**src/design/npm_pkg.sv**
```systemverilog
// Shared types and constants of the no-data pixel mask block.
// No dependencies; used by npm_regs, npm_match and nodata_pixel_mask.
`default_nettype none

package npm_pkg;

  localparam int DATA_W = 64;
  localparam int ADDR_W = 6;
  localparam int VAL_W  = 32;
  localparam int IDX_W  = 3;

  // Layout of the register map: slab-major interval registers.
  localparam int REG_SLABS    = 2;
  localparam int REG_BANDS    = 3;
  localparam int REG_IVL_BASE = 2;

  localparam logic [IDX_W-1:0] REG_MODE     = 3'd0;
  localparam logic [IDX_W-1:0] REG_SLAB_CNT = 3'd1;

  typedef struct packed {
    logic       mode;      // 1: intervals mark valid data
    logic [1:0] slab_cnt;  // raw active-slab count
  } cfg_t;

  typedef struct packed {
    logic signed [VAL_W-1:0] hi;
    logic signed [VAL_W-1:0] lo;
  } ivl_t;

endpackage

`default_nettype wire

```
**src/design/npm_regs.sv**
```systemverilog
// APB-style configuration registers: mode, slab count and interval table.
// Depends on npm_pkg.
`default_nettype none

module npm_regs #(
  parameter int MAX_SLABS = 2,
  parameter int NUM_BANDS = 3
) (
  input  wire logic                             clk,
  input  wire logic                             rst_n,
  input  wire logic                             psel,
  input  wire logic                             penable,
  input  wire logic                             pwrite,
  input  wire logic [npm_pkg::ADDR_W-1:0]       paddr,
  input  wire logic [npm_pkg::DATA_W-1:0]       pwdata,
  output logic      [npm_pkg::DATA_W-1:0]       prdata,
  output logic                                  pready,
  output npm_pkg::cfg_t                         cfg,
  output npm_pkg::ivl_t [MAX_SLABS-1:0][NUM_BANDS-1:0] ivl
);

  logic                                          mode_r;
  logic [1:0]                                    cnt_r;
  npm_pkg::ivl_t [MAX_SLABS-1:0][NUM_BANDS-1:0]  ivl_r;
  logic [npm_pkg::IDX_W-1:0]                     idx;
  logic                                          wr_en;

  assign idx    = paddr[npm_pkg::ADDR_W-1:npm_pkg::ADDR_W-npm_pkg::IDX_W];
  assign wr_en  = psel && penable && pwrite && pready;
  assign pready = 1'b1;

  always_ff @(posedge clk) begin
    if (!rst_n) begin
      mode_r <= 1'b0;
      cnt_r  <= 2'd0;
      ivl_r  <= '0;
    end else if (wr_en) begin
      case (idx)
        npm_pkg::REG_MODE:     mode_r <= pwdata[0];
        npm_pkg::REG_SLAB_CNT: cnt_r  <= pwdata[1:0];
        default: begin
          for (int s = 0; s < MAX_SLABS; s++) begin
            for (int b = 0; b < NUM_BANDS; b++) begin
              if (int'(idx) == npm_pkg::REG_IVL_BASE + s * npm_pkg::REG_BANDS + b) begin
                ivl_r[s][b] <= pwdata;
              end
            end
          end
        end
      endcase
    end
  end

  always_comb begin
    prdata = '0;
    case (idx)
      npm_pkg::REG_MODE:     prdata = {{(npm_pkg::DATA_W-1){1'b0}}, mode_r};
      npm_pkg::REG_SLAB_CNT: prdata = {{(npm_pkg::DATA_W-2){1'b0}}, cnt_r};
      default: begin
        for (int s = 0; s < MAX_SLABS; s++) begin
          for (int b = 0; b < NUM_BANDS; b++) begin
            if (int'(idx) == npm_pkg::REG_IVL_BASE + s * npm_pkg::REG_BANDS + b) begin
              prdata = ivl_r[s][b];
            end
          end
        end
      end
    endcase
  end

  assign cfg = '{mode: mode_r, slab_cnt: cnt_r};
  assign ivl = ivl_r;

endmodule

`default_nettype wire

```
**src/design/npm_match.sv**
```systemverilog
// Band flag logic: interval compare over active slabs, inversion, NaN force.
// Depends on npm_pkg.
`default_nettype none

module npm_match #(
  parameter int MAX_SLABS   = 2,
  parameter int NUM_BANDS   = 3,
  parameter int SAMPLE_BITS = 32
) (
  input  wire npm_pkg::cfg_t                                cfg,
  input  wire npm_pkg::ivl_t [MAX_SLABS-1:0][NUM_BANDS-1:0] ivl,
  input  wire logic [1:0]                                   band,
  input  wire logic signed [SAMPLE_BITS-1:0]                smp,
  input  wire logic                                         is_nan,
  output logic                                              band_flag
);

  logic signed [npm_pkg::VAL_W-1:0] x;
  logic [MAX_SLABS-1:0]             slab_on;
  logic                             hit;

  assign x = npm_pkg::VAL_W'(smp);

  // Clamp the slab count to what is built.
  always_comb begin
    for (int s = 0; s < MAX_SLABS; s++) begin
      slab_on[s] = (int'(cfg.slab_cnt) > s);
    end
  end

  always_comb begin
    hit = 1'b0;
    for (int s = 0; s < MAX_SLABS; s++) begin
      for (int b = 0; b < NUM_BANDS; b++) begin
        if (slab_on[s] && (int'(band) == b) &&
            (x >= ivl[s][b].lo) && (x <= ivl[s][b].hi)) begin
          hit = 1'b1;
        end
      end
    end
  end

  assign band_flag = is_nan || (hit ^ cfg.mode);

endmodule

`default_nettype wire

```
**src/design/nodata_pixel_mask.sv**
```systemverilog
// A transaction passes the input register, then the result register, before result valid.
// Throughput: one band sample per cycle while in_stall is low; the interval compare and
// pixel aggregation sit in a single combinational stage between the two registers.
// Reset (rst_n low, synchronous): both stages empty, pixel state at pixel start,
// all configuration registers cleared to 0.
`default_nettype none

module nodata_pixel_mask #(
  parameter int MAX_SLABS   = 2,
  parameter int NUM_BANDS   = 3,
  parameter int SAMPLE_BITS = 32
) (
  input  wire logic                         clk,
  input  wire logic                         rst_n,
  // Sample input channel
  input  wire logic                         in_valid,
  output logic                              in_stall,
  input  wire logic [1:0]                   in_band_index,
  input  wire logic signed [31:0]           in_sample_value,
  input  wire logic                         in_sample_is_nan,
  input  wire logic                         in_last_band,
  // Result channel
  output logic                              out_valid,
  input  wire logic                         out_stall,
  output logic                              out_band_flag,
  output logic                              out_pixel_flag,
  output logic                              out_pixel_done,
  // Configuration port
  input  wire logic                         psel,
  input  wire logic                         penable,
  input  wire logic                         pwrite,
  input  wire logic [npm_pkg::ADDR_W-1:0]   paddr,
  input  wire logic [npm_pkg::DATA_W-1:0]   pwdata,
  output logic      [npm_pkg::DATA_W-1:0]   prdata,
  output logic                              pready
);

  npm_pkg::cfg_t                                cfg;
  npm_pkg::ivl_t [MAX_SLABS-1:0][NUM_BANDS-1:0] ivl;

  // Input stage
  logic                           s1_valid_r;
  logic [1:0]                     s1_band_r;
  logic signed [SAMPLE_BITS-1:0]  s1_smp_r;
  logic                           s1_nan_r;
  logic                           s1_last_r;

  // Result stage
  logic                           out_valid_r;
  logic                           out_band_flag_r;
  logic                           out_pixel_flag_r;
  logic                           out_pixel_done_r;

  // Running pixel state
  logic                           accum_r, accum_nxt;
  logic                           at_start_r, at_start_nxt;

  logic                           out_open;   // result register can take a transaction
  logic                           s1_adv;     // input stage moves into result register
  logic                           in_take;    // input transaction accepted
  logic                           band_flag;
  logic                           acc_base;
  logic                           pix_flag;

  npm_regs #(
    .MAX_SLABS (MAX_SLABS),
    .NUM_BANDS (NUM_BANDS)
  ) u_regs (
    .clk     (clk),
    .rst_n   (rst_n),
    .psel    (psel),
    .penable (penable),
    .pwrite  (pwrite),
    .paddr   (paddr),
    .pwdata  (pwdata),
    .prdata  (prdata),
    .pready  (pready),
    .cfg     (cfg),
    .ivl     (ivl)
  );

  npm_match #(
    .MAX_SLABS   (MAX_SLABS),
    .NUM_BANDS   (NUM_BANDS),
    .SAMPLE_BITS (SAMPLE_BITS)
  ) u_match (
    .cfg       (cfg),
    .ivl       (ivl),
    .band      (s1_band_r),
    .smp       (s1_smp_r),
    .is_nan    (s1_nan_r),
    .band_flag (band_flag)
  );

  // Handshake: the result register frees when it is empty or its transaction is taken;
  // the input stage frees when it is empty or it advances. Stall only with both full.
  assign out_open = !out_valid_r || !out_stall;
  assign s1_adv   = s1_valid_r && out_open;
  assign in_stall = s1_valid_r && !out_open;
  assign in_take  = in_valid && !in_stall;

  // Aggregate: a new pixel opens at 1 (AND, no-data mode) or 0 (OR, valid-range mode).
  assign acc_base = at_start_r ? !cfg.mode : accum_r;
  assign pix_flag = cfg.mode ? (acc_base || band_flag) : (acc_base && band_flag);

  // Close the pixel on its last band; otherwise carry the running flag forward.
  always_comb begin
    accum_nxt    = accum_r;
    at_start_nxt = at_start_r;
    if (s1_adv) begin
      accum_nxt    = s1_last_r ? 1'b0 : pix_flag;
      at_start_nxt = s1_last_r;
    end
  end

  // Control state
  always_ff @(posedge clk) begin
    if (!rst_n) begin
      s1_valid_r  <= 1'b0;
      out_valid_r <= 1'b0;
      accum_r     <= 1'b0;
      at_start_r  <= 1'b1;
    end else begin
      if (in_take) begin
        s1_valid_r <= 1'b1;
      end else if (s1_adv) begin
        s1_valid_r <= 1'b0;
      end
      if (s1_adv) begin
        out_valid_r <= 1'b1;
      end else if (!out_stall) begin
        out_valid_r <= 1'b0;
      end
      accum_r    <= accum_nxt;
      at_start_r <= at_start_nxt;
    end
  end

  // Payload: load the input stage on accept, hold otherwise.
  always_ff @(posedge clk) begin
    if (in_take) begin
      s1_band_r <= in_band_index;
      s1_smp_r  <= in_sample_value[SAMPLE_BITS-1:0];
      s1_nan_r  <= in_sample_is_nan;
      s1_last_r <= in_last_band;
    end
  end

  // Payload: load the result register when the input stage advances.
  always_ff @(posedge clk) begin
    if (s1_adv) begin
      out_band_flag_r  <= band_flag;
      out_pixel_flag_r <= pix_flag;
      out_pixel_done_r <= s1_last_r;
    end
  end

  assign out_valid      = out_valid_r;
  assign out_band_flag  = out_band_flag_r;
  assign out_pixel_flag = out_pixel_flag_r;
  assign out_pixel_done = out_pixel_done_r;

endmodule

`default_nettype wire

```
**config.mk**
```make
export PLATFORM = sky130hd
export DESIGN_NAME = nodata_pixel_mask
export DESIGN_NICKNAME = d
export VERILOG_FILES = /design/src/design/npm_pkg.sv /design/src/design/npm_regs.sv /design/src/design/npm_match.sv /design/src/design/nodata_pixel_mask.sv
export SDC_FILE = /design/constraint.sdc
export NUM_CORES = 2
export LEC_CHECK = 0
export BUFFER_PORTS_ARGS = -buffer_cell sky130_fd_sc_hd__buf_2
export CELL_PAD_IN_SITES_DETAIL_PLACEMENT = 1
export CELL_PAD_IN_SITES_GLOBAL_PLACEMENT = 1
export CORE_MARGIN = 3
export CORE_UTILIZATION = 42
export DETAILED_ROUTE_END_ITERATION = 16
export GPL_ROUTABILITY_DRIVEN = 0
export MAX_ROUTING_LAYER = met4
export PLACE_DENSITY_LB_ADDON = 0.1
export SLEW_MARGIN = 20
export SYNTH_ARGS = -nofsm -noshare
export SYNTH_HDL_FRONTEND = slang
export SYNTH_SLANG_ARGS = --single-unit
```
**constraint.sdc**
```tcl
create_clock -name clk -period 2.8 [get_ports clk]
set_input_delay 0.7 -clock clk [delete_from_list [all_inputs] [get_ports clk]]
set_output_delay 0.7 -clock clk [all_outputs]
set_load 0.005 [all_outputs]
```
### Word-level counts from Yosys, hierarchy flattened

Index checks and enable logic that the tools add are counted.

| storage, ports and cells | value |
|---|---|
| logic and storage cells | 115 |
| input port bits | 113 |
| flip-flop bits (word level) | 430 |

| cells by class | value |
|---|---|
| reduce and logical (&&, ||, !) cells | 44 |
| multiplexer cells | 20 |
| magnitude comparators | 14 |
| eq/ne operators | 10 |
| bitwise logic cells | 2 |

Operators by type and width:

| operator | number |
|---|---|
| 2-to-1 mux 64 bit | 6 |
| greater-or-equal comparator 32 bit | 6 |
| <= comparator 32 bit | 6 |
| case mux 64 bit (2 select lines) | 1 |
| logical AND 1 bit | 24 |
| AND reduction 3 bit | 6 |
| 2-to-1 mux 1 bit | 13 |
| == test 3 bit (second input constant) | 4 |
| == test 3 x 1 -> 1 bit (second input constant) | 2 |
| logical NOT 1 bit | 5 |
| == test 2 bit (second input constant) | 2 |
| > comparator 2 x 1 -> 1 bit (second input constant) | 2 |
| AND reduction 2 bit | 2 |
| == test 3 x 2 -> 1 bit (second input constant) | 1 |
| logical NOT 3 bit | 1 |
| logical OR 1 bit | 3 |
| logical NOT 2 bit | 1 |
| != test 2 x 1 -> 1 bit (second input constant) | 1 |
| nonzero test 2 bit | 1 |
| OR reduction 2 bit | 1 |
| NOT 1 bit | 1 |
| XOR 1 bit | 1 |

### Depth between registers and ports, before layout

| logic depth | value |
|---|---|
| depth after elaboration | 15 |
| gate-level depth with buffers | 12 |
| depth with buffers taken out | 12 |

### Modules after synthesis

Synthesis repeated with hierarchy kept, for this count alone.

| second synthesis, totals | value |
|---|---|
| cell total of the unflattened synthesis | 3,229 |
| area, all modules | 28,642.5 µm² |

Modules (own cells, without submodules):

| module | cells each | seq. area each (µm²) | area an instance (µm²) | times used |
|---|---|---|---|---|
| npm_regs | 1,809 | 7,747.4 | 17,471.8 | 1 |
| npm_match | 1,361 | 0.0 | 9,801.9 | 1 |
| nodata_pixel_mask | 59 | 1,251.2 | 1,368.8 | 1 |

### Worst setup path before layout

Ideal clock, no wire load.

| path | value |
|---|---|
| path type | register to register |
| start | register s1_smp_r[14] |
| end | register accum_r |
| slack | -241 ps |
| data required time | 2,719 ps |
| data arrival time | 2,960 ps |
| library setup time | 81 ps |
| cell stages (with the launch flop) | 12 |
| buffers on the path | 0 |
| cells stage by stage | edfxtp_1 > ha_1 > a21oi_1 > nand2_1 > a221oi_1 > or3b_1 > a31oi_1 > mux2_1 > a31oi_2 > nand4_2 > mux2_4 > o22ai_2 |

| on the way | value |
|---|---|
| cells in the longest elaborated chain, start to end | 14 |
| elaborated cells between the ends (all ways) | 36 |
| classes of those cells | order compare (12); mux (8); bitwise (1); reduce/logical (15) |

RTL lines:

| element | line | text |
|---|---|---|
| start, declared | nodata_pixel_mask.sv:44 | `logic signed [SAMPLE_BITS-1:0] s1_smp_r;` |
| start signal, assigned | nodata_pixel_mask.sv:143 | `s1_smp_r <= in_sample_value[SAMPLE_BITS-1:0];` |
| greater-or-equal comparator 32 bit | npm_match.sv:36 | `(x >= ivl[s][b].lo) && (x <= ivl[s][b].hi)) begin` |
| logical AND 1 bit | npm_match.sv:35 | `if (slab_on[s] && (int'(band) == b) &&` |
| logical AND 1 bit | npm_match.sv:36 |  |
| 2-to-1 mux 1 bit (5 in a row) | npm_match.sv:35 |  |
| 2-to-1 mux 1 bit (*) | npm_match.sv:35 |  |
| XOR 1 bit (*) | npm_match.sv:43 | `assign band_flag = is_nan \|\| (hit ^ cfg.mode);` |
| logical OR 1 bit (*) | npm_match.sv:43 |  |
| logical AND 1 bit / logical OR 1 bit (equally long branches) | nodata_pixel_mask.sv:104 | `assign pix_flag = cfg.mode ? (acc_base \|\| band_flag) : (acc_base && band_flag);` |
| 2-to-1 mux 1 bit (*) | nodata_pixel_mask.sv:104 |  |
| 2-to-1 mux 1 bit (*) | nodata_pixel_mask.sv:111 | `accum_nxt = s1_last_r ? 1'b0 : pix_flag;` |
| end signal, assigned | nodata_pixel_mask.sv:134 | `accum_r <= accum_nxt;` |
| end, declared | nodata_pixel_mask.sv:55 | `logic accum_r, accum_nxt;` |

Every way passes the cells marked *; elsewhere a longest branch is shown, timed or not.
A chain may end at the register's enable or synchronous reset.

### Worst setup path in the final report

| path | value |
|---|---|
| start | register s1_smp_r[27] |
| end | register out_pixel_flag_r, in the netlist out_pixel_flag, data pin |

| on the way | value |
|---|---|
| cells in the longest elaborated chain, start to end | 13 |
| elaborated cells between the ends (all ways) | 35 |
| classes of those cells | order compare (12); mux (7); bitwise (1); reduce/logical (15) |

RTL lines:

| element | line | text |
|---|---|---|
| greater-or-equal comparator 32 bit | npm_match.sv:36 |  |
| logical AND 1 bit | npm_match.sv:35 |  |
| logical AND 1 bit | npm_match.sv:36 |  |
| 2-to-1 mux 1 bit (5 in a row) | npm_match.sv:35 |  |
| 2-to-1 mux 1 bit (*) | npm_match.sv:35 |  |
| XOR 1 bit (*) | npm_match.sv:43 |  |
| logical OR 1 bit (*) | npm_match.sv:43 |  |
| logical AND 1 bit / logical OR 1 bit (equally long branches) | nodata_pixel_mask.sv:104 |  |
| 2-to-1 mux 1 bit (*) | nodata_pixel_mask.sv:104 |  |
| named net pix_flag | nodata_pixel_mask.sv:63 | `logic pix_flag;` |
| end signal, assigned | nodata_pixel_mask.sv:153 | `out_pixel_flag_r <= pix_flag;` |
| end, declared | nodata_pixel_mask.sv:51 | `logic out_pixel_flag_r;` |

The timed path passes the listed nets; every way through them passes the cells marked *.

==> implementation parameters <==
Parameter                              Value

Critical path
  Worst endpoint data arrival time ... a little under 4 ns
  Worst setup EP type ... flop
  Crit Path Class ... reg -> reg
  Max Fanout on Critical Path ... 6
  Cell chain of the critical path ... buf_6 > ha_1 > nand4_1 > nor3_1 > a221oi_2 > a21oi_2 > or4_4 > nor4b_4 > a31oi_2 > nand4_4 > mux2_4 > nor2_2
  Number of buffer and inverter instances along the worst setup path ... 1
  Critical path data required time ... 3.27 ns
  Family with the most delay on the worst path ... simple AND/OR/NAND/NOR gates
  Sort of element at the start of the critical path ... flop
  Slowest stage cell, crit path ... sky130_fd_sc_hd__edfxtp_1
  Largest stage delay on the critical path ... 0.52 ns

Place
  I/O Buffers ... 178
  Post-Place Cells ... just under 5k
  Post-placement worst setup slack ... -0.966 ns
  Placed wire-length estimate after detailed placement ... 87600 µm

Floorplan
  Number of placed I/O pins ... 183
  Die area ... 69100 µm²
  Initial core utilization ... 42.7%
  Core Box Area ... 64800 µm²
  Std-Cell Rows ... 93
  Chip Width ... 263 µm
  Vertical extent of the die ... 263 µm

Detailed routing
  First-pass DRT Iterations ... 5
  Antenna Violating Nets Remaining ... 0
  Routed vias/inst ... 5.86
  Initial DRC Count ... 2371
  Remaining design rule violation count ... 0
  Via count ... 29.7k
  Routed WL per cell ... 25.4 µm
  DRT Wirelength ... ~130000 µm

STA
  Period utilization ... 121%
  Final period demand of the worst path ... 3.39 ns
  Max Clock Freq ... 0.295 GHz
  Unrepaired setup endpoints after global routing ... true
  Max-slew headroom ... a little over half
  Setup TNS after final layout ... -2.07 ns
  Worst Skew ... roughly 0.025 ns
  Setup WS post-layout ... -0.590 ns
  Endpoints failing hold ... 0
  Worst-margin pin slew ... 0.697 ns
  Max-slew violations ... 0
  Final count of negative-setup-slack endpoints ... 6

Logic synthesis
  Leading area contributor after synthesis ... sky130_fd_sc_hd__dfxtp_1
  Cells taking the most area after synthesis ... sky130_fd_sc_hd__dfxtp_1 28%, sky130_fd_sc_hd__ha_1 17%, sky130_fd_sc_hd__nand2_1 13%
  Async set or reset register ratio after synthesis ... 0%
  Synth Net Count ... 4066
  Most frequent cells after synthesis ... 975 x sky130_fd_sc_hd__nand2_1, 391 x sky130_fd_sc_hd__dfxtp_1, 389 x sky130_fd_sc_hd__inv_1, 386 x sky130_fd_sc_hd__a21boi_0, 384 x sky130_fd_sc_hd__ha_1
  Post-synth design cell area ... 27700 µm²
  Register bit total from synthesis ... 430
  Top FF cell, synth ... sky130_fd_sc_hd__dfxtp_1
  Warnings from Yosys ... 0
  Cell with the most instances after synthesis ... sky130_fd_sc_hd__nand2_1
  Synthesized area per cell ... approximately 7.8 µm²
  Number of flops mapped to enable cells by yosys ... 39
  Post-synthesis cell count ... ~3.6k
  Distinct cell type count of the synthesized netlist ... just under 70
  Share of the synthesized area in the top cell type ... 28.3%
  Sequential-to-total area share from yosys stat ... 32.5%

Finish
  Synthesis-to-layout area growth ... 32.4%
  Final Non-Filler Cells ... 5072
  # fillers ... slightly below 8k
  Share of post-route cells with drive strength above 1 ... ~22%
  Final Core Density ... a little under three fifths
  Final-stage net count ... 4667

Clock network
  CTS tree ... done
  Clk Tree Root Cell ... sky130_fd_sc_hd__clkbuf_16
  Insertion delay to the later sink of the worst-skew pair ... 0.63 ns
  Clock Pin Slew Worst Setup and Hold Paths ... 0.06 ns
  Number of buffers added by the clock tree synthesis step ... between 50 and 60
  Clk sink count ... 430
  Clock tree buffer depth ... 3
  H-Tree Depth ... 2

Pwr
  Max IR drop VDD ... 0.000425 V
  Total power ... 0.0155 W
  Ratio of total power to cell area ... about 420 nW/µm²
  P_leak ... between 10 and 15 nW

Global routing
  Initial antenna violation count ... 6
  Leftover overflow at the end of global routing ... 0
  Overall fraction of global-route tracks in use ... 36.7%
  Maximum number of pins on one net before global-route repair ... 90
  Wire length of the first global-routing pass ... 190000 µm
  Via count of the first global-routing pass ... about 32k

Min path
  Path type of the worst min-delay path ... in -> reg

Job
  Number of maximum-capacitance violations ... 0

Run status
  Violations in the final reports ... negative setup slack
  Run status ... finished, violations left
## worst paths after layout
kind | start | end | slack (ns) | depth (start not counted)
worst max-delay path | s1_smp_r[27] | out_pixel_flag | -0.59 | 12
worst min-delay path | in_sample_value[16] | s1_smp_r[16] | 0.26 | 1
worst max register to register | s1_smp_r[27] | out_pixel_flag | -0.59 | 12
worst min register to register | u_regs.ivl[357] | u_regs.ivl[357] | 0.46 | 2
## worst reg2reg max path, cell delays in order (launching register included)
cell	delay (ns)
sky130_fd_sc_hd__edfxtp_1	0.52
sky130_fd_sc_hd__buf_6	0.20
sky130_fd_sc_hd__ha_1	0.28
sky130_fd_sc_hd__nand4_1	0.21
sky130_fd_sc_hd__nor3_1	0.12
sky130_fd_sc_hd__a221oi_2	0.38
sky130_fd_sc_hd__a21oi_2	0.15
sky130_fd_sc_hd__or4_4	0.45
sky130_fd_sc_hd__nor4b_4	0.27
sky130_fd_sc_hd__a31oi_2	0.10
sky130_fd_sc_hd__nand4_4	0.14
sky130_fd_sc_hd__mux2_4	0.34
sky130_fd_sc_hd__nor2_2	0.09
## kinds of logic (layout without fill, tap and decap cells)
group	count (synthesis)	in the layout	share of synthesized area, %
flip-flops	430	430	32.5
XOR/XNOR	2	2	0.0633
buffers and inverters	560	1203	7.60
other	1	6	0.0135
AO/OA/AOI/OAI	905	905	22.6
adder cells (fa/ha/maj)	384	384	17.3
multiplexers	10	10	0.389
AND/OR/NAND/NOR	1277	1277	19.5
## cells in the final DEF (no fill, tap or decap), types with 21 or more instances in the layout
cell                        synthesis  final
sky130_fd_sc_hd__ha_4               0     21
sky130_fd_sc_hd__a21oi_1          133    116
sky130_fd_sc_hd__edfxtp_1          39     39
sky130_fd_sc_hd__buf_4              1    462
sky130_fd_sc_hd__o21ai_0          102     92
sky130_fd_sc_hd__nor2b_1           22     21
sky130_fd_sc_hd__buf_6              0     25
sky130_fd_sc_hd__ha_1             384    363
sky130_fd_sc_hd__inv_1            389    388
sky130_fd_sc_hd__a22oi_1          125    118
sky130_fd_sc_hd__buf_12             0     49
sky130_fd_sc_hd__a21o_1            55     55
sky130_fd_sc_hd__dfxtp_1          391    389
sky130_fd_sc_hd__a21boi_0         386    386
sky130_fd_sc_hd__nor2_1            41     35
sky130_fd_sc_hd__buf_2              0    171
sky130_fd_sc_hd__nand3_1           90     75
sky130_fd_sc_hd__clkbuf_16          0     56
sky130_fd_sc_hd__nand2_1          975    962
sky130_fd_sc_hd__nand4_1           69     69
## registers in the layout, summed over array words and instances, names as in the netlist, 2 cells and up
register and count:
s1_band_r 2, s1_smp_r 32, u_regs.cnt_r 2, u_regs.ivl 384
## power breakdown
part	internal, W	switching, W
clock network	0.00387	0.00292
logic	0.000999	0.00137
registers	0.00629	0.0000617
total	0.0112	0.00435
## through the flow
stage               hold slack (ns)  cell area, µm²
finish                        0.264           36700
global route                  0.254           36700
CTS                           0.241           36000
detailed placement            0.457           33500
global placement              0.450           33500
floorplan                     0.442           27800
## timing repair
| action | 4_1_cts | 5_1_grt |
|---|---|---|
| pin swaps | 37 | 41 |
| setup endpoints to repair | 60 | 59 |
| cloned | 4 | 4 |
| buffers inserted | 19 | 13 |
| hold buffers | 0 | 0 |
| gates resized for setup | 110 | 103 |
## metal layers
layer	GRT usage (%)	vias up	share of wire [%]
met5	-	-	0
met4	19.2	0	6.2
met3	6.93	459	7.3
met2	59.7	1197	47
met1	43.0	14700	40
li1	-	13400	-
## layout make-up
cell class                      count  area, µm²  share of cell area (%)
Clock buffer                       71       1440                    3.94
Clock inverter                     24        198                   0.539
Antenna cell                        5       12.5                  0.0341
Multi-Input combinational cell   2579      17600                    48.0
Inverter                          389       1460                    3.98
Sequential cell                   430       9000                    24.6
Tap cell                          855       1070                    2.92
Timing Repair Buffer              719       5900                    16.1
Power figures use the tool's default switching activity.
